### config.mk
export PLATFORM = sky130hd
export DESIGN_NAME = bmf_ram
export DESIGN_NICKNAME = d
export VERILOG_FILES = /design/src/rtl/assert_macros.svh /design/src/rtl/bmf_ram.sv
export SDC_FILE = /design/constraint.sdc
export NUM_CORES = 1
export LEC_CHECK = 0
export BUFFER_PORTS_ARGS = -buffer_cell sky130_fd_sc_hd__buf_4
export CAP_MARGIN = 10
export CORE_UTILIZATION = 46
export DETAILED_ROUTE_END_ITERATION = 10
export PLACE_DENSITY = 0.72
export SLEW_MARGIN = 20
export SYNTH_ARGS = -nofsm -noshare
export SYNTH_HDL_FRONTEND = slang
export SYNTH_SLANG_ARGS = --single-unit
### constraint.sdc
create_clock -name clk -period 3.5 [get_ports clk]
set_input_delay 0 -clock clk [delete_from_list [all_inputs] [get_ports clk]]
set_output_delay 0 -clock clk [all_outputs]
set_load 0.01 [all_outputs]
### src/rtl/assert_macros.svh
// Assertion helper macros for the message FIFO RTL.
// Uses the clk and rst_n names of the including module.
`ifndef ASSERT_MACROS_SVH
`define ASSERT_MACROS_SVH

`ifndef ASSERT_OFF

// prop must hold at every clock edge out of reset
`define ASSERT_CLK(lbl, prop) \
    lbl: assert property (@(posedge clk) disable iff (!rst_n) prop) \
        else $error("assertion failed");

// cond must never be true at a clock edge out of reset
`define ASSERT_NEVER(lbl, cond) \
    lbl: assert property (@(posedge clk) disable iff (!rst_n) !(cond)) \
        else $error("forbidden condition seen");

`else

`define ASSERT_CLK(lbl, prop)
`define ASSERT_NEVER(lbl, cond)

`endif

`endif

### src/rtl/bmf_ram.sv
// Generic simple dual-port RAM: one write port, one registered read port.
// No dependencies.
`timescale 1ns / 1ps
`default_nettype none

module bmf_ram #(
    parameter int WIDTH = 8,
    parameter int DEPTH = 16
) (
    input  logic                     clk,
    input  logic                     we,
    input  logic [$clog2(DEPTH)-1:0] waddr,
    input  logic [WIDTH-1:0]         wdata,
    input  logic                     re,
    input  logic [$clog2(DEPTH)-1:0] raddr,
    output logic [WIDTH-1:0]         rdata
);

    logic [WIDTH-1:0] mem [DEPTH];

    always_ff @(posedge clk)
    begin
        if (we)
        begin
            mem[waddr] <= wdata;
        end
        if (re)
        begin
            rdata <= mem[raddr];
        end
    end

endmodule

`default_nettype wire

---- Word-level counts from Yosys, hierarchy flattened ----
Memory sizes are Yosys's and may differ from the RTL's. A register that Yosys moved wholly into a read port is not among the register bits.
Cells that the tools add are included.
word-level totals
  register bits ........................... 0
  memory bits (writable) .................. 128
  bits of input ports ..................... 19
  logic and storage cells ................. 3
  memories ................................ 1
cells by class
  mux-type cells .......................... 2
memory list
  name  words  width  rd ports  clocked after Yosys merged registers in  wr ports  line           RTL
  mem   16     8      1         1                                        1         bmf_ram.sv:19  logic [WIDTH-1:0] mem [DEPTH];
operators with widths
  cell               count
  two-way mux 1 bit  2

---- Longest topological paths before layout ----
  depth in word-level cells ............... 2
  mapped depth ............................ 5
  mapped depth without buffers ............ 3

---- Least setup slack after synthesis ----
No wires, ideal clock.
  path type ............................... input -> register
  start ................................... in waddr[2]
  end ..................................... mem mem[0][0] (enable)
  setup time .............................. 0.383 ns
  data arrival time ....................... 1.110 ns
  required time ........................... 3.117 ns
  setup slack ............................. 2.007 ns
  stages .................................. 2
  buffers on the path ..................... 0
  cells stage by stage .................... or3b_2 -> nor3_1
RTL lines
  what                line           RTL
  start: declaration  bmf_ram.sv:12  input logic [$clog2(DEPTH)-1:0] waddr,
  end: declaration    bmf_ram.sv:19
No word-level cell before the write port.

---- Worst setup path in the final report ----
  start ................................... in waddr[0]
  end ..................................... mem mem[14][2] (enable)
No word-level cell before the write port.

==> summary.md <==
| Metric | Value |
|---|---|
| Path type of the worst setup path | primary input to register |
| Number of buffers created by CTS | 17 |
| Global-route congestion overflow total | 0 |
| Min Tclk post-route | 1.574 ns |
| Dominant cells by area after synthesis | edfxtp_1, mux4_2, mux4_1 |
| Unique masters post-synth | 18 |
| Element type at the critical path end | register |
| Routed Wire Length | around 9900 um |
| IO Count | 27 |
| Power share of the sequential group | 0.494 |
| Total number of placement rows | 38 |
| Final Cycle Share | 0.4496 |
| Slew Limit Headroom | 0.3691 |
| Initial standard-cell utilization of the core | 0.4780 |
| Combinational power share | 0.048 |
| Wire length of the first global-routing pass | 14950 um |
| Post-route antenna net violation count | 0 |
| Die area | between 10000 and 15000 um^2 |
| Detailed-router iteration count before antenna repair | 4 |
| Final setup viols | 0 |
| Endpoint required time on the critical path | roughly 3.5 ns |
| Number of setup buffers added after CTS | 0 |
| Setup skew after layout | 0.008456 ns |
| Number of cells in the design after placement | 388 |
| Area Growth Syn to Fin | 18.91% |
| CTS tree | built |
| Synthesized netlist cell count | between 200 and 250 |
| Number of antenna cells inserted | 0 |
| Dpl hpwl | 6004 um |
| Pin count of the biggest net entering global routing | 33 |
| Via count of the first global-routing pass | 2507 |
| Post-route met1 wirelength | 4326 um |
| Initial DRC Count | 203 |
| Setup TNS Final | 0 ns |
| Detail Route met2 WL | 4973 um |
| Layout Nets | 297 |
| Maximum fanout count along the critical path | 8 |
| Top routing layer used | met4 |
| LEAKAGE | 0.002076 uW |
| Antenna violations before repair | 0 |
| Die span in x | 108.6 um |
| Pin slew with the least headroom to its limit | approximately 0.94 ns |
| Port Buf Inserts | 26 |
| Root buffer selected by CTS | clkbuf_16 |
| Clock-pin slew of the registers on the worst-case setup and hold paths | 0.05 ns |
| Proportion of layout cells with a drive suffix above 1 | 0.2586 |
| Run status | completed |
| Nature of the critical path startpoint | primary input |
| Clock sink count | roughly 140 |
| Post-Synthesis Cell Area | ~5200 um^2 |
| Maximum ir drop on the vdd rail | 0.3261 mV |
| Vias per cell | 5.642 |
| Max Transition Viols Final | 0 |
| Share of synthesized flip-flops with an asynchronous set or reset | 0 |
| Highest achievable clock rate | between 600 and 700 MHz |
| Area fraction of the dominant cell type after synthesis | 0.7812 |
| Total number of vias | roughly 2400 |
| Chip height | around 110 um |
| Area of the core | 10940 um^2 |
| Synth Net Count | 248 |
| Most used DFF post-synth | edfxtp_1 |
| Number of standard cells in the layout, taps in and fillers out | 430 |
| Part of the Yosys area used for sequential elements | 0.7812 |
| Final Hold Viols | 0 |
| Weighted congestion reported at the end of routability-driven placement | 0.7162 |
| Internal power component | 3017 uW |
| Worst Path Arrival | 1.60 ns |
| FF-to-FF path depth | 3 |
| Unrepaired setup endpoints after global routing | false |
| Clk Latency, worst-skew pair | 0.41 ns |
| Post-synthesis register bit count | between 100 and 150 |
| Class of the tightest hold or removal check | primary input to register |
| Synthesized area divided by synthesized cell count | 22.83 um^2 |
| Pwr/cell area | 601.2 nW/um^2 |
| Overall Global Routing Usage | 0.1899 |
| Routed WL per cell | 22.97 um |
| Clock share of power | 0.458 |
| Worst-case hold slack | approximately 0.029 ns |
| Count of yosys warnings during synthesis | 0 |
| Sw Ratio | 0.1925 |
| Cell count of the worst hold path | 2 |
| Buffer levels on the longest clock path | 2 |
| Maximum capacitance violations | 0 |
| Number of synthesized flops with an enable pin | 136 |
| Total net switching power | 719.4 uW |
| Number of levels in the clock H-tree | 4 |
| Top cell type by total area after synthesis | edfxtp_1 |
| Met3 wire len | a little under 500 um |
| Number of design rule violations left after detail routing | 0 |
-- power by group through the flow --
stage	combinational (uW)	sequential [uW]	clock [uW]
finish	180	1850	1710
global route	195	1850	1800
CTS	182	1850	1730
detailed placement	173	1880	0
global placement	167	1880	0
floorplan	92.6	1880	0
-- worst paths after layout --
kind              start    endpoint  slack [ns]
min reg2reg  mem[14][2]    rdata[2]        0.75
max reg2reg  mem[15][6]    rdata[6]        2.00
max            waddr[0]  mem[14][2]        1.93
min            waddr[1]   mem[0][6]        0.03
-- repair_timing --
action	in CTS	in global routing
hold buffers	11	0
endpoints found under the hold margin	137	0
resized for setup	0	0
-- synth_stat cells (2+ instances only) --
cell             instances
nand3b_1                 2
mux4_2                  18
buf_2                    3
nand2b_1                 2
buf_6                    3
mux4_1                  14
a22oi_1                 16
edfxtp_1               136
nand2_1                  9
nor2_1                  13
nor3_1                   4
clkdlybuf4s25_2          3
-- routing by layer --
metal,vias to the layer above,track usage
met5,-,0
met4,0,0.05792
met3,8,0.05606
met2,69,0.2984
met1,1267,0.2581
li1,1082,-
-- cell usage in the layout (no fill, tap or decap) --
master	Yosys	final
edfxtp_1	136	136
buf_4	1	29
mux4_2	18	18
clkbuf_16	0	17
a22oi_1	16	16
mux4_1	14	14
nor2_1	13	13
dlygate4sd3_1	0	11
nand2_1	9	9
clkinv_2	0	5
nor3_1	4	3
clkinv_1	0	3
bufinv_16	0	3
nand3b_1	2	2
nand2b_1	2	2
clkbuf_1	0	2
nor2b_1	1	1
and2_1	1	1
and2b_1	1	1
nand3_1	1	1
or3b_2	1	1
nor3_2	0	1
clkinvlp_4	0	1
-- sequential cells by signal, summed over array words and instances (netlist names) --
signal and flops:
rdata 8, mem 128
-- worst max-delay path, stage by stage --
cell           delay (ns)
dlygate4sd3_1        0.53
buf_4                0.16
nand2b_1             0.19
nor2_1               0.71
-- final cells by class --
cell class	count	area, um^2
repair buffers	40	327.8
clock buffers	19	432.9
fillers	820	4720
well taps	140	175.2
multi-input cells	83	1062
clock inverters	12	133.9
flip-flops and latches	136	4084
-- through the flow --
stage	util	total power, uW	setup slack (ns)	cell area [um^2]
floorplan	-	1973	2.007	5228
CTS	0.5680	3756	1.844	6211
detailed placement	0.5061	2052	1.496	5534
finish	0.5684	3737	1.926	6216
global route	0.5684	3845	1.849	6216
global placement	0.5061	2045	1.664	5534
-- cell families (layout without fill, tap and decap cells) --
family | after synthesis | count (layout) | synth area share
AO/OA/AOI/OAI | 16 | 16 | 0.02298
buffers and inverters | 10 | 71 | 0.01651
flip-flops | 136 | 136 | 0.7812
multiplexers | 32 | 32 | 0.1479
AND/OR/NAND/NOR | 35 | 35 | 0.03136
Power figures use the tool's default switching activity.
