<file path="config.mk">
export PLATFORM = sky130hd
export DESIGN_NAME = bmf_cmd_queue
export DESIGN_NICKNAME = d
export VERILOG_FILES = /design/src/rtl/assert_macros.svh /design/src/rtl/bmf_pkg.sv /design/src/rtl/bmf_cmd_queue.sv
export SDC_FILE = /design/constraint.sdc
export NUM_CORES = 1
export LEC_CHECK = 0
export BUFFER_PORTS_ARGS = -buffer_cell sky130_fd_sc_hd__buf_4
export CELL_PAD_IN_SITES_DETAIL_PLACEMENT = 0
export CELL_PAD_IN_SITES_GLOBAL_PLACEMENT = 1
export CORE_UTILIZATION = 49
export DETAILED_ROUTE_END_ITERATION = 8
export HOLD_SLACK_MARGIN = 0.05
export PLACE_DENSITY_LB_ADDON = 0.15
export SYNTH_ARGS = -nofsm -noshare
export SYNTH_HDL_FRONTEND = slang
export SYNTH_SLANG_ARGS = --single-unit
</file>
<file path="constraint.sdc">
create_clock -name clk -period 2.35 [get_ports clk]
set_input_delay 0 -clock clk [delete_from_list [all_inputs] [get_ports clk]]
set_output_delay 0 -clock clk [all_outputs]
set_load 0.05 [all_outputs]
</file>
<file path="src/rtl/assert_macros.svh">
// Assertion helper macros for the message FIFO RTL.
// Uses the clk and rst_n names of the including module.
`ifndef ASSERT_MACROS_SVH
`define ASSERT_MACROS_SVH

`ifndef ASSERT_OFF

// prop must hold at every clock edge out of reset
`define ASSERT_CLK(lbl, prop) \
    lbl: assert property (@(posedge clk) disable iff (!rst_n) prop) \
        else $error("assertion failed");

// cond must never be true at a clock edge out of reset
`define ASSERT_NEVER(lbl, cond) \
    lbl: assert property (@(posedge clk) disable iff (!rst_n) !(cond)) \
        else $error("forbidden condition seen");

`else

`define ASSERT_CLK(lbl, prop)
`define ASSERT_NEVER(lbl, cond)

`endif

`endif

</file>
<file path="src/rtl/bmf_pkg.sv">
// Shared types and constants for the bounded message FIFO.
// No dependencies.
`timescale 1ns / 1ps
`default_nettype none

package bmf_pkg;

    localparam int QUEUE_DEPTH   = 64;
    localparam int MESSAGE_BYTES = 512;
    localparam int SLOT_WORDS    = (MESSAGE_BYTES + 7) / 8;

    localparam int OPCODE_W  = 2;
    localparam int DATA_W    = 64;
    localparam int NB_W      = 4;
    localparam int SIZE_W    = 10;
    localparam int COUNT_W   = 7;
    localparam int STATUS_W  = 3;
    localparam int CFG_W     = 10;
    localparam int CFG_IDX_W = 2;
    localparam int WORD_BYTES = DATA_W / 8;

    localparam int SLOT_W = (QUEUE_DEPTH > 1) ? $clog2(QUEUE_DEPTH) : 1;
    localparam int WORD_W = (SLOT_WORDS > 1) ? $clog2(SLOT_WORDS) : 1;
    localparam int MSG_AW = SLOT_W + WORD_W;

    localparam int S_TDATA_W = ((DATA_W + NB_W + SIZE_W + 7) / 8) * 8;
    localparam int M_TDATA_W = ((DATA_W + NB_W + SIZE_W + COUNT_W + 1 + 7) / 8) * 8;

    localparam int CMDQ_DEPTH = 4;
    localparam int CMDQ_AW    = $clog2(CMDQ_DEPTH);

    localparam logic [COUNT_W-1:0] DEPTH_LIMIT = COUNT_W'(QUEUE_DEPTH);
    localparam logic [SIZE_W-1:0]  BYTES_LIMIT = SIZE_W'(MESSAGE_BYTES);
    localparam logic [COUNT_W-1:0] SLOT_WORDS_C = COUNT_W'(SLOT_WORDS);
    localparam logic [NB_W-1:0]    FULL_WORD_NB = NB_W'(WORD_BYTES);

    localparam logic [CFG_IDX_W-1:0] CFG_MAX_COUNT = 2'd0;
    localparam logic [CFG_IDX_W-1:0] CFG_MAX_BYTES = 2'd1;

    typedef enum logic [OPCODE_W-1:0] {
        OP_SEND  = 2'd0,
        OP_RECV  = 2'd1,
        OP_CLOSE = 2'd2,
        OP_NONE  = 2'd3
    } opcode_t;

    typedef enum logic [STATUS_W-1:0] {
        ST_OK        = 3'd0,
        ST_CLOSED    = 3'd1,
        ST_FULL      = 3'd2,
        ST_TOO_LARGE = 3'd3,
        ST_EMPTY     = 3'd4,
        ST_TOO_SMALL = 3'd5
    } status_t;

    // one queued piece of work for the back end
    typedef struct packed {
        logic                is_read;
        status_t             status;
        logic [SIZE_W-1:0]   size;
        logic [COUNT_W-1:0]  queued;
        logic                closed;
        logic [SLOT_W-1:0]   slot;
    } cmd_t;

    typedef struct packed {
        status_t             status;
        logic [DATA_W-1:0]   data_word;
        logic [NB_W-1:0]     data_bytes;
        logic [SIZE_W-1:0]   size;
        logic                last;
        logic [COUNT_W-1:0]  queued;
        logic                closed;
    } result_t;

endpackage

`default_nettype wire

</file>
<file path="src/rtl/bmf_cmd_queue.sv">
// Short request queue between the front end and the back end.
// Depends on bmf_pkg.
`timescale 1ns / 1ps
`default_nettype none

module bmf_cmd_queue (
    input  logic           clk,
    input  logic           rst_n,
    input  logic           push,
    input  bmf_pkg::cmd_t  push_cmd,
    output logic           room,
    input  logic           pop,
    output bmf_pkg::cmd_t  head_cmd,
    output logic           valid
);

    import bmf_pkg::*;

    cmd_t                 ent_reg [CMDQ_DEPTH];
    logic [CMDQ_AW-1:0]   wr_ptr_reg;
    logic [CMDQ_AW-1:0]   rd_ptr_reg;
    logic [CMDQ_AW:0]     cnt_reg;

    assign room     = (cnt_reg != (CMDQ_AW + 1)'(CMDQ_DEPTH));
    assign valid    = (cnt_reg != '0);
    assign head_cmd = ent_reg[rd_ptr_reg];

    always_ff @(posedge clk or negedge rst_n)
    begin
        if (!rst_n)
        begin
            wr_ptr_reg <= '0;
            rd_ptr_reg <= '0;
            cnt_reg    <= '0;
        end
        else
        begin
            if (push)
            begin
                wr_ptr_reg <= wr_ptr_reg + 1'b1;
            end
            if (pop)
            begin
                rd_ptr_reg <= rd_ptr_reg + 1'b1;
            end
            if (push && !pop)
            begin
                cnt_reg <= cnt_reg + 1'b1;
            end
            else if (pop && !push)
            begin
                cnt_reg <= cnt_reg - 1'b1;
            end
        end
    end

    always_ff @(posedge clk)
    begin
        if (push)
        begin
            ent_reg[wr_ptr_reg] <= push_cmd;
        end
    end

endmodule

`default_nettype wire

</file>
# Yosys cells after proc, flatten, opt, wreduce, memory -nomap -nowiden
# Memories as Yosys holds them, arrays and structs flattened.
# Cells that the tools add are included.
word_totals:
  romBits: 0
  mem_count: 1
  in_bits: 32
  word_cells: 19
  latch_bits: 0
  ramBits: 112
  output_inout_bits: 30
  ff_bits: 7
memory_table:
  columns: ["memory", "words", "word_bits", "read_ports", "rd_clocked_by_memory_dff", "write_ports", "line", "rtl"]
  rows:
  - ["ent_reg", 4, 28, 1, 0, 1, "bmf_cmd_queue.sv:19", "cmd_t ent_reg [CMDQ_DEPTH];"]
classes:
  n_eq_ne: 1
  reduce_logical: 6
  n_shift: 0
  add_sub_neg: 4
  mux: 4
  bitwise: 0
  multipliers: 0
  order_cmp: 0
  div_mod_pow: 0
op_table:
  columns: ["cell", "count"]
  rows:
  - ["3-bit 2-to-1 mux", 2]
  - ["2-bit by 1-bit adder with 2-bit output, second input constant", 2]
  - ["3-bit by 1-bit adder with 3-bit output, second input constant", 1]
  - ["3-bit != test, second input constant", 1]
  - ["3-bit nonzero test", 1]
  - ["3-bit by 1-bit subtractor with 3-bit output, second input constant", 1]
  - ["1-bit logical AND", 2]
  - ["1-bit zero test", 2]
  - ["1-bit 2-to-1 mux", 2]
  - ["2-bit nonzero test", 1]

# Depth between registers and ports, before layout
# Gate-level depths: netlist (run 1).
logic_depth:
  word_depth: 4
  depth_mapped: 7

# Worst setup path after synthesis (run 1)
# No wires, ideal clock.
synth_path:
  kind: "register to register"
  from: "register wr_ptr_reg[0]"
  to: "memory ent_reg[2][0] (netlist name), enable pin"
  required_time_ns: 1.963
  setup_ns: 0.387
  path_stages_with_launch: 4
  slack_ns: 0.642
  arrival_ns: 1.321
  path_cell_list: "dfrtp_1 -> inv_1 -> ha_1 -> and2_1"
synth_lines:
  columns: ["element", "line", "rtl"]
  rows:
  - ["start, declared", "bmf_cmd_queue.sv:20", "logic [CMDQ_AW-1:0] wr_ptr_reg;"]
  - ["start signal, assigned", "bmf_cmd_queue.sv:40", "wr_ptr_reg <= wr_ptr_reg + 1'b1;"]
  - ["end, declared", "bmf_cmd_queue.sv:19", null]
# No word-level cell before the write port.

==> run summary, run 1 <==
The share of synthesized flip-flops with an asynchronous set or reset came out at 5.882%. The worst setup path is of the flop to primary output kind. The max-slew violation count is 0. The signal arrival time at the worst endpoint came out at 2.21 ns. The number of nets handed over by synthesis was 219.

The mean cell area of the mapped netlist came out at 24.51 sq um. Clock tree synthesis selected as its root buffer the cell clkbuf_8. The number of setup buffers added after CTS is 0. For this run, the total global-route usage over all layers was measured as 17.82%. The sequential share of the synthesized area came out at 79.75%. The clock skew is 0.005307 ns. The register with the most flip-flops in the layout has 112 of them. The leakage power came out at 2.165 nW. After detailed routing, the number of remaining DRC violations is 0. The final wirelength is 7477 um. The worst slew slack as a fraction of its limit came out at 64.96%. The initial antenna violation count is 0. The deepest clock path buffer count is 2. The overall overflow remaining after global route is 0. The die is 97.16 um wide. The maximum ir drop on the vdd rail came out at 0.0008273 V. The slowest stage of the critical path belongs to the cell dfrtp_2. The number of gates resized after CTS was 0. The total standard cell area after synthesis came out at 4437 sq um. The number of enable-type register cells in the synthesized netlist is 112.

The number of global-route vias before repair is 2,351. Timing would allow up to 453.1 MHz. Pin placement for this block handled 62 I/O pins. The area of placed instances is 5100 sq um. The final weighted congestion of routability-driven global placement came out at 0.6882.

The biggest fanout along the worst timing path came out at 16. The area growth from synthesis to layout came out at 35.59%. Summed over all instances, the cell type with the most area after synthesis is edfxtp_1. The number of unique standard cell types used by synthesis came out at 17. The finished cells cover 6016 sq um. Setup repair after global routing left no endpoint under its margin. The count of maximum capacitance violations came out at 0.

The first global-routing pass estimated 12,160 um of wire. The maximum level of the CTS H-tree is 4. Counting every sink on the clock net gives 119. In this run, the number of DRC markers left after iteration 0 of detailed routing was 81.

The minimum period implied by the final worst setup slack came out at 2.207 ns. The nature of the critical path startpoint is a flop. The peak per-stage delay on the critical path is 0.70 ns. The later-pin clock latency in the skew report came out at 0.49 ns.

The proportion of netlist area held by the largest area contributor came out at 75.80%. For this design the ratio of total power to cell area is 1446 nW/um^2. The die footprint came out at 9439 sq um.

The measured slew at the worst slew-check pin came out at 0.5255 ns. The number of hold buffers added after CTS was 32. TritonCTS built the clock tree. The post-route antenna net violation count is 0. Sorting the synthesized cells by area gives the leading types as edfxtp_1, mux4_2, dfrtp_1.

Yosys printed 0 warnings. The tightest min-delay check is of the input port to flop type. The largest net degree at the start of global routing is 24.

The floorplan has 34 rows. The first detailed-routing pass ran for 6 iterations. The number of cells produced by synthesis came out at 181. The effective utilization at floorplan is 50.63%. The flow ran to the end, and the final reports show no timing, DRC or antenna violations.

The portion of the clock cycle consumed by the worst path in the final layout is 93.91%. The clock-pin slew on the worst setup and hold paths came out at 0.05 ns. The number of buffers added by the clock tree synthesis step came out at 17. After the last flow step, the layout net total stands at 332.

Setup violations remaining at the end of the flow were counted as 0. The total chip power is 8.697 mW. The sum of negative setup slack came out at 0 ns. The data required time at the worst endpoint came out at 2.35 ns. After detailed routing, the number of vias per cell comes to 5.140. Measured along the y axis, the die boundary spans 97.16 um. Once detailed placement completed, the half-perimeter wirelength came to 4448 um.

The post-synthesis sequential element count came out at 119. The number of vias after detailed routing is 2,123. The total inserted antenna cells is 0. The average wire per standard cell came out at 18.10 um. In this run the tool buffered the top-level ports with 61 buffer cells. Of the cells placed in the final design, the portion with a size suffix greater than 1 is 42.95%. At the end of the flow the core is filled with cells to 68.65%.

The placeable core region is 8763 sq um. Traced cell by cell, the critical path runs through buf_12 -> mux4_2 -> buf_4. The final-report hold violation count is 0. The flip-flop cell with the highest count after synthesis is edfxtp_1. The nature of the critical path endpoint is a primary output.
metrics by stage:
stage,worst slack (ns),instances,hold slack (ns)
floorplan,0.6420,181,-0.2956
global placement,0.6361,351,-0.1797
detailed placement,0.6307,351,-0.1793
CTS,0.09197,413,0.2109
global route,0.003735,413,0.2056
finish,0.1432,413,0.2340
where the power goes:
part	switching, mW	internal, mW	total, mW
combinational	1.92	1.19	3.11
clock	0.868	1.70	2.57
sequential	0.231	2.79	3.02
cell usage in the layout, fill, tap and decap left out, drive strengths merged, types with 2 or more instances in the layout:
master	n
buf	68
bufinv	4
xor2	4
mux4	28
clkbuf	17
and2	4
nor2	2
dlygate4sd3	32
clkinv	4
xnor2	2
dfrtp	7
edfxtp	112
ha	5
clkinvlp	4
inv	5
nand2	3
worst paths after layout:
path                                    start            end  slack [ns]  depth (start not counted)
worst max-delay path            rd_ptr_reg[0]   head_cmd[22]        0.14                          3
worst min-delay path                      pop  rd_ptr_reg[0]        0.23                          3
worst max register to register  wr_ptr_reg[0]  ent_reg[2][1]        0.70                          4
worst min register to register     cnt_reg[2]     cnt_reg[2]        0.50                          1
max in group asynchronous               rst_n  rd_ptr_reg[0]        1.59                          3
min in group asynchronous               rst_n  rd_ptr_reg[1]        0.49                          3
area by class of cell:
| type | count | area, sq um |
|---|---|---|
| multi-input cells | 52 | 837.1 |
| flip-flops and latches | 119 | 3540 |
| clock buffers | 17 | 414.1 |
| inverters | 4 | 15.01 |
| well taps | 108 | 135.1 |
| clock inverters | 13 | 181.4 |
| repair buffers | 100 | 893.4 |
| fillers | 558 | 2748 |
kinds of logic after synthesis:
logic type / Yosys count / share of synthesized area (%)
flip-flops: 119 / 79.75
adder cells (fa/ha/maj): 6 / 1.861
AO/OA/AOI/OAI: 1 / 0.1127
AND/OR/NAND/NOR: 10 / 1.128
buffers and inverters: 10 / 1.495
multiplexers: 29 / 14.47
XOR/XNOR: 6 / 1.184
worst max-delay path: cells and delay by family, from the launching register on:
| kind | cells | cell delay, ns |
|---|---|---|
| buf+inv | 2 | 0.46 |
| mux | 1 | 0.54 |
| flops | 1 | 0.70 |
per-layer routing:
metal	up-vias	GRT usage [%]	wire length [um]
met5	-	0	0
met4	0	5.626	25
met3	2	7.194	316
met2	53	28.66	3855
met1	1091	22.26	3280
li1	977	-	-
synthesized netlist by cell type, types with 2 or more instances:
cell type	count
nor2_1	2
xnor2_1	2
inv_1	4
edfxtp_1	112
buf_2	2
ha_1	5
and2_1	4
buf_6	3
dfrtp_1	7
nand2_1	3
xor2_1	4
mux4_2	28
(Power assumes the default switching activity.)
==> run 2: changes to the inputs <==
RECOVER_POWER = 50   (was not set)
==> run summary, run 2 (synthesized netlist as in run 1, its figures left out) <==
The number of cell rows is 34 (unchanged). The number of buffers added for setup after CTS came to 0 (unchanged). The sum of negative setup slack came to 0 ns (unchanged).

The library cell used most frequently in the layout, excluding fill and tap cells, is edfxtp_1. The post-route non-filler standard cell count came out at 413 (unchanged). The leakage power is 2.053 nW (-5.2%). STA classifies the critical path endpoint as a primary output. The total inserted antenna cells came out at 0 (unchanged).

The minimum period implied by the final worst setup slack is 2.203 ns (-0.003505 ns). The final setup slack of the worst path came out at 0.1467 ns (+0.003505 ns). The half-perimeter wire length after placement was 4448 um (unchanged).

The number of global-route vias before repair is 2,351 (unchanged). The number of gates given a new drive strength after cts is 0 (unchanged). The classification of the worst setup path is flop to primary output. The number of buffers inserted by port buffering is 61 (unchanged). The violation count after the first detailed-routing iteration came out at 113 (+40%). Walking the worst path, the cells encountered are buf_12 -> mux4_2 -> buf_4. The final wirelength is 7463 um (-0.19%). The maximum ir drop on the vdd rail came out at 0.0008270 V (about the same). The number of buffers added by the clock tree synthesis step is 17 (unchanged). The overall overflow remaining after global route is 0 (unchanged). The worst setup path is launched from a flop.

TritonCTS built the clock tree. The total routing resource utilization after global routing came to 17.82% (unchanged). The cell count after placement was 351 (unchanged). The worst slew slack as a fraction of its limit was 27.63% (-37 points). The total number of nets in the final design was 332 (unchanged). The number of vias after detailed routing was 2,121 (-0.094%). The share of cells above drive strength 1 came out at 32.46% (-10 points). The final-report hold violation count came out at 0 (unchanged). The portion of the clock cycle consumed by the worst path in the final layout is 93.76% (-0.15 points). The total power divided by cell area is 1469 nW/um^2 (+1.6%).

The biggest fanout along the worst timing path came out at 16 (unchanged). The height of the die is 97.16 um (unchanged). The remaining routing DRC violations is 0 (unchanged). The signal arrival time at the worst endpoint came out at 2.20 ns (about the same). The per-cell via count in the routed design is 5.136 (about the same). The placeable core region came out at 8763 sq um (unchanged). The average wire per standard cell came to 18.07 um (-0.19%). The highest clock frequency the design can meet came to 453.9 MHz (+0.16%). The overall die width is 97.16 um (unchanged). The peak per-stage delay on the critical path was 0.70 ns (about the same). The total setup violations reported at the end of the flow was 0 (unchanged).

The number of top-level pins is 62 (unchanged). The die footprint is 9439 sq um (unchanged). Setup repair after global routing left no endpoint under its margin. In this run the clock root is driven by a clkbuf_8.

The largest net degree at the start of global routing came out at 24 (unchanged). The final hold slack is 0.2349 ns (+0.0008700 ns). The clock-pin slew on the worst setup and hold paths came out at 0.05 ns (about the same).

The deepest clock path buffer count came out at 2 (unchanged). The measured slew at the worst slew-check pin is 1.085 ns (+0.5593 ns). The run finished with clean final reports. Leaving out fill and tap cells, the most frequent cells in the layout are edfxtp_1, dlygate4sd3_1, buf_4, clkbuf_1, mux4_2. On the critical path the largest part of the delay comes from flip-flops. The initial antenna violation count is 0 (unchanged).

The max-slew violation count came to 0 (unchanged). The pre-CTS worst setup slack came out at 0.6307 ns (unchanged). The count of maximum capacitance violations came to 0 (unchanged). The total area of sequential cells is 3540 sq um (unchanged). The total clock sinks is 119 (unchanged). The number of flip-flops in the largest register is 112 (unchanged). The area growth from synthesis to layout is 32.99%.

The final weighted congestion of routability-driven global placement is 0.6882 (unchanged). The post-route antenna net violation count is 0 (unchanged). The min-delay analysis places its worst path in the category input port to flop.

The later-pin clock latency in the skew report came out at 0.49 ns (about the same). The first-pass iteration count of the detailed router came out at 4 (-2). The largest individual stage delay along the critical path comes from the cell dfrtp_2. The core utilization of the finished layout came out at 67.33% (-1.3 points). The final-layout fill cell count came to 588 (+5.4%). The count of buffering cells on the critical path with inverters included is 2 (unchanged). The wire length of the first global-routing pass came to 12,160 um (unchanged).

The maximum level of the CTS H-tree came out at 4 (unchanged). The effective utilization at floorplan came to 50.63% (unchanged). The data required time at the worst endpoint was 2.35 ns (about the same). The clock skew was 0.004944 ns (-0.0003629 ns). The area occupied by multi-input gates came out at 834.6 sq um (-0.30%).
run 2: changes by cell type in the layout (fill, tap and decap cells not counted):
cell      delta
buf_4       -31
clkbuf_1    +30
clkbuf_4     +1
and2_0       +2
and2_2       -2
run 2: path summary, 6_finish.rpt:
check | cells after the start | endpoint | slack (ns) | startpoint
worst max-delay path | 3 | head_cmd[22] | 0.15 | rd_ptr_reg[0]
worst max register to register | 3 | ent_reg[3][8] | 0.37 | wr_ptr_reg[0]
worst min-delay path | 3 | rd_ptr_reg[0] | 0.23 | pop
min in group asynchronous | 3 | rd_ptr_reg[1] | 0.51 | rst_n
worst min register to register | 1 | cnt_reg[2] | 0.50 | cnt_reg[2]
max in group asynchronous | 3 | rd_ptr_reg[0] | 1.57 | rst_n
run 2: tightest hold or removal path, cell delays in order:
cell,delay [ns]
dlygate4sd3_1,0.52
buf_4,0.12
xor2_1,0.05
run 2: repair_timing:
action	4_1_cts	5_1_grt
hold endpoints to repair	130	0
hold buffers	32	0
endpoints found under the setup margin	0	0
run 2: routing by layer:
layer / track usage (%) / part of all wire (%)
met5: 0 / 0
met4: 5.626 / 0.33
met3: 7.194 / 3.9
met2: 28.66 / 52
met1: 22.26 / 44
run 2: metrics by stage:
| step | total power [mW] | instance area (sq um) |
|---|---|---|
| after CTS | 8.788 | 6016 |
| after detailed placement | 6.160 | 5100 |
| after floorplan | 5.255 | 4437 |
| after global routing | 9.016 | 5901 |
| final | 8.666 | 5901 |
| after global placement | 6.138 | 5100 |
run 2: area by class of cell:
class                           instances  area share (%)
Clock buffer                           17           7.019
Tap cell                              108           2.290
Inverter                                4          0.2545
Clock inverter                         13           3.075
Timing Repair Buffer                  100           13.23
Sequential cell                       119           59.99
Multi-Input combinational cell         52           14.14
run 2: report_power, final:
group,switching (mW),internal (mW)
logic,1.92,1.16
clock network,0.865,1.70
registers,0.231,2.79
total,3.01,5.65
