===== src/rtl/assert_macros.svh =====
// Assertion helper macros for the message FIFO RTL.
// Uses the clk and rst_n names of the including module.
`ifndef ASSERT_MACROS_SVH
`define ASSERT_MACROS_SVH

`ifndef ASSERT_OFF

// prop must hold at every clock edge out of reset
`define ASSERT_CLK(lbl, prop) \
    lbl: assert property (@(posedge clk) disable iff (!rst_n) prop) \
        else $error("assertion failed");

// cond must never be true at a clock edge out of reset
`define ASSERT_NEVER(lbl, cond) \
    lbl: assert property (@(posedge clk) disable iff (!rst_n) !(cond)) \
        else $error("forbidden condition seen");

`else

`define ASSERT_CLK(lbl, prop)
`define ASSERT_NEVER(lbl, cond)

`endif

`endif


===== src/rtl/bmf_pkg.sv =====
// Shared types and constants for the bounded message FIFO.
// No dependencies.
`timescale 1ns / 1ps
`default_nettype none

package bmf_pkg;

    localparam int QUEUE_DEPTH   = 64;
    localparam int MESSAGE_BYTES = 512;
    localparam int SLOT_WORDS    = (MESSAGE_BYTES + 7) / 8;

    localparam int OPCODE_W  = 2;
    localparam int DATA_W    = 64;
    localparam int NB_W      = 4;
    localparam int SIZE_W    = 10;
    localparam int COUNT_W   = 7;
    localparam int STATUS_W  = 3;
    localparam int CFG_W     = 10;
    localparam int CFG_IDX_W = 2;
    localparam int WORD_BYTES = DATA_W / 8;

    localparam int SLOT_W = (QUEUE_DEPTH > 1) ? $clog2(QUEUE_DEPTH) : 1;
    localparam int WORD_W = (SLOT_WORDS > 1) ? $clog2(SLOT_WORDS) : 1;
    localparam int MSG_AW = SLOT_W + WORD_W;

    localparam int S_TDATA_W = ((DATA_W + NB_W + SIZE_W + 7) / 8) * 8;
    localparam int M_TDATA_W = ((DATA_W + NB_W + SIZE_W + COUNT_W + 1 + 7) / 8) * 8;

    localparam int CMDQ_DEPTH = 4;
    localparam int CMDQ_AW    = $clog2(CMDQ_DEPTH);

    localparam logic [COUNT_W-1:0] DEPTH_LIMIT = COUNT_W'(QUEUE_DEPTH);
    localparam logic [SIZE_W-1:0]  BYTES_LIMIT = SIZE_W'(MESSAGE_BYTES);
    localparam logic [COUNT_W-1:0] SLOT_WORDS_C = COUNT_W'(SLOT_WORDS);
    localparam logic [NB_W-1:0]    FULL_WORD_NB = NB_W'(WORD_BYTES);

    localparam logic [CFG_IDX_W-1:0] CFG_MAX_COUNT = 2'd0;
    localparam logic [CFG_IDX_W-1:0] CFG_MAX_BYTES = 2'd1;

    typedef enum logic [OPCODE_W-1:0] {
        OP_SEND  = 2'd0,
        OP_RECV  = 2'd1,
        OP_CLOSE = 2'd2,
        OP_NONE  = 2'd3
    } opcode_t;

    typedef enum logic [STATUS_W-1:0] {
        ST_OK        = 3'd0,
        ST_CLOSED    = 3'd1,
        ST_FULL      = 3'd2,
        ST_TOO_LARGE = 3'd3,
        ST_EMPTY     = 3'd4,
        ST_TOO_SMALL = 3'd5
    } status_t;

    // one queued piece of work for the back end
    typedef struct packed {
        logic                is_read;
        status_t             status;
        logic [SIZE_W-1:0]   size;
        logic [COUNT_W-1:0]  queued;
        logic                closed;
        logic [SLOT_W-1:0]   slot;
    } cmd_t;

    typedef struct packed {
        status_t             status;
        logic [DATA_W-1:0]   data_word;
        logic [NB_W-1:0]     data_bytes;
        logic [SIZE_W-1:0]   size;
        logic                last;
        logic [COUNT_W-1:0]  queued;
        logic                closed;
    } result_t;

endpackage

`default_nettype wire


===== src/rtl/bmf_ram.sv =====
// Generic simple dual-port RAM: one write port, one registered read port.
// No dependencies.
`timescale 1ns / 1ps
`default_nettype none

module bmf_ram #(
    parameter int WIDTH = 8,
    parameter int DEPTH = 16
) (
    input  logic                     clk,
    input  logic                     we,
    input  logic [$clog2(DEPTH)-1:0] waddr,
    input  logic [WIDTH-1:0]         wdata,
    input  logic                     re,
    input  logic [$clog2(DEPTH)-1:0] raddr,
    output logic [WIDTH-1:0]         rdata
);

    logic [WIDTH-1:0] mem [DEPTH];

    always_ff @(posedge clk)
    begin
        if (we)
        begin
            mem[waddr] <= wdata;
        end
        if (re)
        begin
            rdata <= mem[raddr];
        end
    end

endmodule

`default_nettype wire


===== src/rtl/bmf_front.sv =====
// Front end: config registers, send/receive/close bookkeeping, length store.
// Depends on bmf_pkg and bmf_ram.
`timescale 1ns / 1ps
`default_nettype none

module bmf_front (
    input  logic                                   clk,
    input  logic                                   rst_n,
    input  logic                                   cfg_we,
    input  logic [bmf_pkg::CFG_IDX_W-1:0]          cfg_index,
    input  logic [bmf_pkg::CFG_W-1:0]              cfg_data,
    input  logic                                   in_valid,
    output logic                                   in_ready,
    input  bmf_pkg::opcode_t                       in_op,
    input  logic [bmf_pkg::DATA_W-1:0]             in_word,
    input  logic [bmf_pkg::NB_W-1:0]               in_nbytes,
    input  logic                                   in_final,
    input  logic [bmf_pkg::SIZE_W-1:0]             in_cap,
    output bmf_pkg::cmd_t                          cmd,
    output logic                                   cmd_push,
    input  logic                                   cmd_room,
    input  logic                                   read_done,
    output logic                                   msg_we,
    output logic [bmf_pkg::MSG_AW-1:0]             msg_waddr,
    output logic [bmf_pkg::DATA_W-1:0]             msg_wdata
);

    import bmf_pkg::*;

    typedef enum logic [1:0] {
        FS_RUN    = 2'b01,
        FS_LOOKUP = 2'b10
    } fstate_t;

    fstate_t              state_reg, state_next;
    logic [SLOT_W-1:0]    head_reg, head_next;
    logic [SLOT_W-1:0]    tail_reg, tail_next;
    logic [COUNT_W-1:0]   held_reg, held_next;
    logic                 closed_reg, closed_next;
    logic [COUNT_W-1:0]   fill_words_reg, fill_words_next;
    logic [SIZE_W-1:0]    fill_bytes_reg, fill_bytes_next;
    status_t              reject_reg, reject_next;
    logic [COUNT_W-1:0]   max_count_reg;
    logic [SIZE_W-1:0]    max_bytes_reg;
    logic [SIZE_W-1:0]    cap_reg, cap_next;
    logic [SLOT_W-1:0]    slot_reg, slot_next;
    logic                 pend_reg, pend_next;

    logic                 accept;
    logic [COUNT_W-1:0]   lim_count;
    logic [SIZE_W-1:0]    lim_bytes;
    logic [NB_W-1:0]      nb;
    logic [SIZE_W:0]      sum;
    logic [SIZE_W-1:0]    fill_bytes_sat;
    status_t              rr_first, rr_chk, rr_final;
    logic                 len_we;
    logic [SIZE_W-1:0]    len_rdata;
    logic [SIZE_W-1:0]    size_c;

    // length store, read address tracks the head slot
    bmf_ram #(
        .WIDTH (SIZE_W),
        .DEPTH (2 ** SLOT_W)
    ) u_len_ram (
        .clk   (clk),
        .we    (len_we),
        .waddr (tail_reg),
        .wdata (fill_bytes_sat),
        .re    (1'b1),
        .raddr (head_reg),
        .rdata (len_rdata)
    );

    // nothing is taken while a message read is outstanding, so a send never
    // overwrites a slot the back end still reads
    assign in_ready = (state_reg == FS_RUN) && cmd_room && !pend_reg;
    assign accept   = in_valid && in_ready;

    assign lim_count = (max_count_reg > DEPTH_LIMIT) ? DEPTH_LIMIT : max_count_reg;
    assign lim_bytes = (max_bytes_reg > BYTES_LIMIT) ? BYTES_LIMIT : max_bytes_reg;

    assign nb = (in_final && (in_nbytes >= 4'd1) && (in_nbytes <= FULL_WORD_NB))
                ? in_nbytes : FULL_WORD_NB;

    assign sum = {1'b0, fill_bytes_reg} + (SIZE_W + 1)'(nb);
    assign fill_bytes_sat = sum[SIZE_W] ? '1 : sum[SIZE_W-1:0];

    always_comb
    begin
        if (fill_words_reg == '0)
        begin
            if (closed_reg)
            begin
                rr_first = ST_CLOSED;
            end
            else if (held_reg >= lim_count)
            begin
                rr_first = ST_FULL;
            end
            else
            begin
                rr_first = ST_OK;
            end
        end
        else
        begin
            rr_first = reject_reg;
        end
    end

    assign rr_chk   = ((rr_first == ST_OK) && (sum > {1'b0, lim_bytes})) ? ST_TOO_LARGE
                                                                         : rr_first;
    assign rr_final = ((rr_chk == ST_OK) && closed_reg) ? ST_CLOSED : rr_chk;

    assign msg_waddr = {tail_reg, fill_words_reg[WORD_W-1:0]};
    assign msg_wdata = in_word;

    assign size_c = (len_rdata > BYTES_LIMIT) ? BYTES_LIMIT : len_rdata;

    always_comb
    begin
        state_next      = state_reg;
        head_next       = head_reg;
        tail_next       = tail_reg;
        held_next       = held_reg;
        closed_next     = closed_reg;
        fill_words_next = fill_words_reg;
        fill_bytes_next = fill_bytes_reg;
        reject_next     = reject_reg;
        cap_next        = cap_reg;
        slot_next       = slot_reg;
        pend_next       = pend_reg;
        cmd_push        = 1'b0;
        msg_we          = 1'b0;
        len_we          = 1'b0;
        cmd             = '0;
        cmd.status      = ST_OK;
        cmd.slot        = slot_reg;

        if (read_done)
        begin
            pend_next = 1'b0;
        end

        case (state_reg)
            FS_RUN:
            begin
                if (accept)
                begin
                    case (in_op)
                        OP_SEND:
                        begin
                            msg_we = (rr_chk == ST_OK) && (fill_words_reg < SLOT_WORDS_C);
                            if (in_final)
                            begin
                                cmd_push        = 1'b1;
                                cmd.status      = rr_final;
                                cmd.size        = fill_bytes_sat;
                                fill_words_next = '0;
                                fill_bytes_next = '0;
                                reject_next     = ST_OK;
                                if (rr_final == ST_OK)
                                begin
                                    len_we    = 1'b1;
                                    held_next = held_reg + 1'b1;
                                    tail_next = (tail_reg == SLOT_W'(QUEUE_DEPTH - 1))
                                                ? '0 : tail_reg + 1'b1;
                                end
                            end
                            else
                            begin
                                fill_bytes_next = fill_bytes_sat;
                                reject_next     = rr_chk;
                                if (fill_words_reg != '1)
                                begin
                                    fill_words_next = fill_words_reg + 1'b1;
                                end
                            end
                        end
                        OP_RECV:
                        begin
                            if (closed_reg)
                            begin
                                cmd_push   = 1'b1;
                                cmd.status = ST_CLOSED;
                            end
                            else if (held_reg == '0)
                            begin
                                cmd_push   = 1'b1;
                                cmd.status = ST_EMPTY;
                            end
                            else
                            begin
                                // size comes out of the length store next cycle
                                slot_next  = head_reg;
                                cap_next   = in_cap;
                                held_next  = held_reg - 1'b1;
                                head_next  = (head_reg == SLOT_W'(QUEUE_DEPTH - 1))
                                             ? '0 : head_reg + 1'b1;
                                state_next = FS_LOOKUP;
                            end
                        end
                        OP_CLOSE:
                        begin
                            closed_next = 1'b1;
                            cmd_push    = 1'b1;
                        end
                        default:
                        begin
                            cmd_push = 1'b1;
                        end
                    endcase
                end
            end
            FS_LOOKUP:
            begin
                state_next = FS_RUN;
                cmd_push   = 1'b1;
                if (cap_reg < len_rdata)
                begin
                    cmd.status = ST_TOO_SMALL;
                    cmd.size   = len_rdata;
                end
                else if (size_c != '0)
                begin
                    cmd.is_read = 1'b1;
                    cmd.size    = size_c;
                    pend_next   = 1'b1;
                end
            end
            default:
            begin
                state_next = FS_RUN;
            end
        endcase

        cmd.queued = held_next;
        cmd.closed = closed_next;
    end

    always_ff @(posedge clk or negedge rst_n)
    begin
        if (!rst_n)
        begin
            state_reg      <= FS_RUN;
            head_reg       <= '0;
            tail_reg       <= '0;
            held_reg       <= '0;
            closed_reg     <= 1'b0;
            fill_words_reg <= '0;
            fill_bytes_reg <= '0;
            reject_reg     <= ST_OK;
            max_count_reg  <= DEPTH_LIMIT;
            max_bytes_reg  <= BYTES_LIMIT;
            pend_reg       <= 1'b0;
        end
        else
        begin
            state_reg      <= state_next;
            head_reg       <= head_next;
            tail_reg       <= tail_next;
            held_reg       <= held_next;
            closed_reg     <= closed_next;
            fill_words_reg <= fill_words_next;
            fill_bytes_reg <= fill_bytes_next;
            reject_reg     <= reject_next;
            pend_reg       <= pend_next;
            if (cfg_we && (cfg_index == CFG_MAX_COUNT))
            begin
                max_count_reg <= cfg_data[COUNT_W-1:0];
            end
            if (cfg_we && (cfg_index == CFG_MAX_BYTES))
            begin
                max_bytes_reg <= cfg_data[SIZE_W-1:0];
            end
        end
    end

    always_ff @(posedge clk)
    begin
        cap_reg  <= cap_next;
        slot_reg <= slot_next;
    end

endmodule

`default_nettype wire


===== config.mk =====
export PLATFORM = sky130hd
export DESIGN_NAME = bmf_front
export DESIGN_NICKNAME = d
export VERILOG_FILES = /design/src/rtl/assert_macros.svh /design/src/rtl/bmf_pkg.sv /design/src/rtl/bmf_ram.sv /design/src/rtl/bmf_front.sv
export SDC_FILE = /design/constraint.sdc
export NUM_CORES = 1
export LEC_CHECK = 0
export ABC_AREA = 1
export BUFFER_PORTS_ARGS = -buffer_cell sky130_fd_sc_hd__buf_2
export CAP_MARGIN = 5
export CORE_MARGIN = 1
export CORE_UTILIZATION = 50
export CTS_BUF_LIST = sky130_fd_sc_hd__clkbuf_8
export CTS_CLUSTER_DIAMETER = 30
export DETAILED_ROUTE_END_ITERATION = 16
export PLACE_DENSITY = 0.78
export SKIP_LAST_GASP = 1
export SYNTH_ARGS = -nofsm -noshare
export SYNTH_HDL_FRONTEND = slang
export SYNTH_SLANG_ARGS = --single-unit
export TNS_END_PERCENT = 10

===== constraint.sdc =====
create_clock -name clk -period 10.2 [get_ports clk]
set_input_delay 2.04 -clock clk [delete_from_list [all_inputs] [get_ports clk]]
set_output_delay 2.04 -clock clk [all_outputs]
set_load 0.02 [all_outputs]

After elaboration in Yosys (flattened, before gate mapping):

Memories as Yosys holds them, arrays and structs flattened. A register that Yosys moved wholly into a read port is not among the register bits.
Cells that the tools add are included.

* input port bits: 99
* bits in writable memories: 640
* memories: 1
* register bits after elaboration: 76
* output and inout port bits: 107

* $add $sub $neg: 6
* bitwise operators: 2
* reduce and logical (&&, ||, !) cells: 25
* $lt $le $gt $ge: 9
* equal/unequal tests: 12
* mux-type cells: 64

Memory list
* u_len_ram.mem: depth 64, bits a word 10, rd ports 1, clocked after memory_dff 1, write ports 1, line bmf_ram.sv:19 `logic [WIDTH-1:0] mem [DEPTH];`

Operators with widths (count)
* $mux W10: 7
* $mux W7: 9
* $mux W13: 2
* $pmux W13 S2: 1
* $mux W1: 24
* $mux W3: 7
* $gt A10 B10 Y1 const B: 2
* $add A7 B1 Y7 const B: 2
* $logic_not A7 Y1: 2
* $mux W2: 7
* $pmux W7 S2: 1
* $add A6 B1 Y6 const B: 2
* $eq A6 B6 Y1 const B: 2
* $mux W6: 2
* $add A10 B4 Y11: 1
* $gt A11 B10 Y1: 1
* $logic_and A1 B1 Y1: 10
* $lt A10 B10 Y1: 1
* $reduce_and A5 Y1: 2
* $reduce_bool A10 Y1: 1
* $logic_not A3 Y1: 3
* $reduce_and A4 Y1: 2
* $ge A7 B7 Y1: 1
* $gt A7 B7 Y1 const B: 1
* other kinds (17): 25

Longest topological paths before layout:

* depth in word-level cells: 20
* mapped depth: 32

By module:

From an unflattened synthesis, not the netlist that was laid out.

* cells, all modules: 2930
* area, all modules: 32023.2 um^2

By module, submodules not included
* bmf_ram: times used 1, sequential area each 19518.7 um^2, cells each 2250, area each 26614.3 um^2
* bmf_front: times used 1, sequential area each 1985.7 um^2, cells each 680, area each 5408.9 um^2

Least setup slack after synthesis:

Ideal clock, no wire load.

* path type: input-to-output
* from: input port in_nbytes[2] (netlist bit)
* to: output port cmd[10] (netlist bit)
* stages on the path: 28
* data required time: 8.160 ns
* data arrival time: 5.514 ns
* slack: 2.646 ns
* cells stage by stage: o311ai_0 > inv_1 > nand2_1 > inv_1 > ha_1 > fa_1 > nand3_1 > nand2_1 > nand2_1 > xor2_1 > ha_1 > nand2_1 > inv_1 > a21oi_1 > nand2_1 > nand2_1 > nand2_1 > nand2_1 > nand2_1 > nand3_2 > nand2_1 > nor2_4 > nand3_4 > inv_1 > nand3b_1 > nand2_1 > nand2_1 > o21bai_1

RTL lines
* start, declared: line bmf_front.sv:16 `input logic [bmf_pkg::NB_W-1:0] in_nbytes,`
* end, declared: line bmf_front.sv:19 `output bmf_pkg::cmd_t cmd,`

==> impl_metrics.py <==
metrics = {
    "global_route": {
        "gr-total-overflow": 0,
        "antenna_found_initial": 1,
        "grt_usage": 0.257,
        "grt_pass1_wl_mm": 122,
        "grt_pass1_vias": 20614,
        "grt_max_degree": 186,
    },
    "power_and_ir_drop": {
        "pwr-share-clk": 0.414,
        "pwr-share-comb": 0.096,
        "leakagePower_uw": 0.0118,
        "irDropWorstVdd_v": 0.000134,
        "power_uw": 7170,
        "sw_frac_of_total": 0.262,
        "p_int_uw": 5290,
        "p_switching_uw": 1880,
        "power_frac_seq": 0.490,
        "power_density_nw_per_um2": 211,
    },
    "synth": {
        "synthFlopType": "edfxtp_1",
        "synthCells": 2552,
        "synth_area_leaders": "edfxtp_1 (64%), o21ai_0 (5.8%), nor2_1 (5.5%), dfrtp_1 (4.6%), nand2_1 (2.8%)",
        "syn_avg_cell_area_um2": 12.0,
        "yosys_warnings": 0,
        "synth_nets": 2690,
        "synth_top_area_share": 0.642,
        "ys_types": 50,
        "synth.yosys.seq_area_share": 0.697,
        "synth_edf_count": 656,
        "synthArstFlopShare": 0.0826,
        "ys_ff_latch": 726,
        "yosys.area.top_type": "edfxtp_1",
        "syn-cell-area_um2": 30700,
    },
    "finish": {
        "area_delta_synth_final_pct": 10.9,
        "finish.utilization": 0.563,
        "largest_register_ff_count": 640,
        "n_fill_cell": 4718,
        "fin_cells": 3465,
        "register_area_um2": 21400,
        "largest-register": "u_len_ram.mem",
        "drive_above_1_share": 0.124,
        "multi_input_area_um2": 7810,
        "fin_nets": 2716,
    },
    "critical_path": {
        "max_stage_delay_ns": 0.51,
        "end_kind": "primary output",
        "worstPathMaxFanout": 6,
        "crit_type": "input pin to primary output",
        "worst_r2r_endpoint": "u_len_ram.mem[22][5]$_DFFE_PP_",
        "ff2ff_setup_slack_ns": 5.01,
        "r2r-start": "fill_bytes_reg[0]$_DFFE_PN0P_",
        "crit_top_cell": "nand2_1",
        "crit_required_ns": 8.16,
        "critPathArrivalTime_ns": 6.30,
        "critPathLaunch": "in_nbytes[2]",
        "startpoint_type": "input pin",
        "endpoint": "cmd[10]",
        "r2r.worst_path.cells": 24,
        "worst_path_max_delay_cell": "o311ai_0",
    },
    "cts": {
        "cts_tree": "yes",
        "cts_buffers": 133,
        "clockBufferDepth": 3,
        "clk_latency_ns": 0.81,
        "cts_resized": 0,
        "cts_setup_buffers": 0,
        "cts_hold_buf": 0,
        "cts-root-buf": "clkbuf_8",
        "h-tree-depth": 4,
        "clk_pin_slew_ns": 0.05,
        "clock-sinks": 726,
    },
    "drt": {
        "viasPerCell": 6.14,
        "vias": 21282,
        "drc": 0,
        "postRouteAntennaNets": 0,
        "first_pass_iters": 8,
        "drt-total-wl_mm": 80.5,
        "drt_iter0_drc": 3461,
        "routedWlPerCell_um": 23.2,
    },
    "sta": {
        "period_minus_slack_ns": 8.34,
        "max_freq_mhz": 120,
        "max_slew.worst_pin.slew_ns": 1.18,
        "rsz0062_at_grt": "false",
        "setup_viol": 0,
        "drv_slew": 0,
        "fin_worst_skew_ns": 0.0470,
        "slew_headroom": 0.209,
        "fin_crit_sh": 0.818,
        "hold_violations": 0,
        "finalSetupTns_ns": 0,
    },
    "hold_path": {
        "holdPathStages": 2,
        "hold_class": "flop to flop",
    },
    "placement": {
        "dp_hpwl_mm": 47.1,
        "io_buffers": 77,
        "place_inst": 3225,
        "gp_congestion": 0.971,
    },
    "floorplan": {
        "initial_core_util": 0.508,
        "die-area_um2": 62400,
        "core_region_area_um2": 60500,
        "pin_count": 206,
        "rows": 90,
        "die_h_um": 250,
        "fp.dieW_um": 250,
    },
    "run_status": {
        "status": "complete, no violations",
    },
    "flow_run": {
        "maxCapViolCount": 0,
    },
}
[critical path, delay by kind of cell]
family | cells | cell delay, ns
simple gates | 17 | 1.54
xor+xnor | 1 | 0.23
fa+ha+maj | 3 | 0.94
buf+inv | 6 | 0.68
compound gates | 3 | 0.85
[layer usage]
metal  up-vias  track usage  part of all wire
li1       9311            -                 -
met1     10235        0.345              0.39
met2      1506        0.388              0.45
met3       228       0.0708              0.12
met4         2        0.123             0.042
met5         -      0.00463           0.00041
[cell usage after synthesis, types with 2 or more instances]
library cell	count
clkinv_1	5
buf_4	71
dfstp_2	3
nor2_4	3
a31oi_1	8
nand3_1	87
o221ai_1	65
nor3_1	13
nand2_2	4
nor4_1	5
buf_2	5
a221o_1	3
nand3b_1	3
o32ai_1	6
a22oi_1	2
buf_1	3
inv_2	4
nor2_1	448
nand3_2	2
inv_1	103
mux2_2	2
ha_1	38
o31ai_1	2
xor2_1	19
clkbuf_1	130
nand2_1	229
o211ai_1	19
edfxtp_1	656
nand3_4	7
dfxtp_1	10
a21oi_1	32
a21boi_0	4
o21ai_0	358
nor2_8	3
nand4_1	26
dfrtp_1	57
o22ai_1	104
[power groups by stage]
stage,Combinational [uW],Clock (uW),Sequential [uW]
2_1_floorplan,450,0,3560
3_3_place_gp,655,0,3570
3_5_place_dp,675,0,3570
4_1_cts,678,2990,3510
5_1_grt,746,3120,3520
6_report,689,2970,3520
[how the worst min path moves through the flow]
stage / end / startpoint / slack [ns]
floorplan: slot_reg[2]$_DFFE_PP_ / head_reg[2]$_DFFE_PN0P_ / 0.42
global placement: reject_reg[1]$_DFFE_PN0P_ / reject_reg[1]$_DFFE_PN0P_ / 0.47
detailed placement: slot_reg[3]$_DFFE_PP_ / head_reg[3]$_DFFE_PN0P_ / 0.49
CTS: reject_reg[1]$_DFFE_PN0P_ / reject_reg[1]$_DFFE_PN0P_ / 0.50
global route: reject_reg[1]$_DFFE_PN0P_ / reject_reg[1]$_DFFE_PN0P_ / 0.52
finish: reject_reg[1]$_DFFE_PN0P_ / reject_reg[1]$_DFFE_PN0P_ / 0.50
[per-stage QoR]
| step | cell area [um^2] | worst slack (ns) | hold slack (ns) |
|---|---|---|---|
| 2_1_floorplan | 30700 | 2.65 | 0.423 |
| 3_3_place_gp | 31200 | 2.09 | 0.474 |
| 3_5_place_dp | 31200 | 1.91 | 0.486 |
| 4_1_cts | 34000 | 1.90 | 0.499 |
| 5_1_grt | 34000 | 1.54 | 0.516 |
| 6_report | 34000 | 1.86 | 0.502 |
[placed cells by master, fill, tap and decap left out, drive strengths merged, types with 2 or more instances in the layout]
master / Yosys / layout
a21oi: 32 / 32
nand4: 26 / 26
mux2: 2 / 2
diode: 0 / 4
a21boi: 4 / 4
nand3: 96 / 96
dfstp: 3 / 3
o221ai: 65 / 65
o32ai: 6 / 6
a221o: 3 / 3
o22ai: 104 / 104
bufinv: 0 / 17
clkinv: 5 / 38
dfxtp: 10 / 10
a22oi: 2 / 2
inv: 107 / 148
clkinvlp: 0 / 9
xor2: 19 / 19
nor4: 5 / 5
nand2: 233 / 233
o211ai: 19 / 19
nand3b: 3 / 3
buf: 79 / 100
nor2: 455 / 455
o31ai: 2 / 2
dfrtp: 57 / 57
o21ai: 359 / 359
nor3: 14 / 14
a31oi: 8 / 8
ha: 38 / 38
edfxtp: 656 / 656
clkbuf: 130 / 136
[layout make-up]
cell class	instances	share of cell area
well taps	782	0.0287
clock buffers	136	0.0550
multi-input cells	1505	0.229
inverters	112	0.0128
flip-flops and latches	726	0.629
diodes	4	0.000294
clock inverters	100	0.0284
repair buffers	100	0.0164
[kinds of logic (layout without fill, tap and decap cells)]
family          Yosys count  in the layout  share of synthesized area
xor+xnor                 19             19                    0.00542
mux                       2              2                   0.000734
simple gates            832            832                      0.115
flops                   726            726                      0.697
fa+ha+maj                39             39                     0.0161
other cells               0              4                          0
compound gates          613            613                      0.117
buf+inv                 321            448                     0.0481
(Power assumes the default switching activity.)
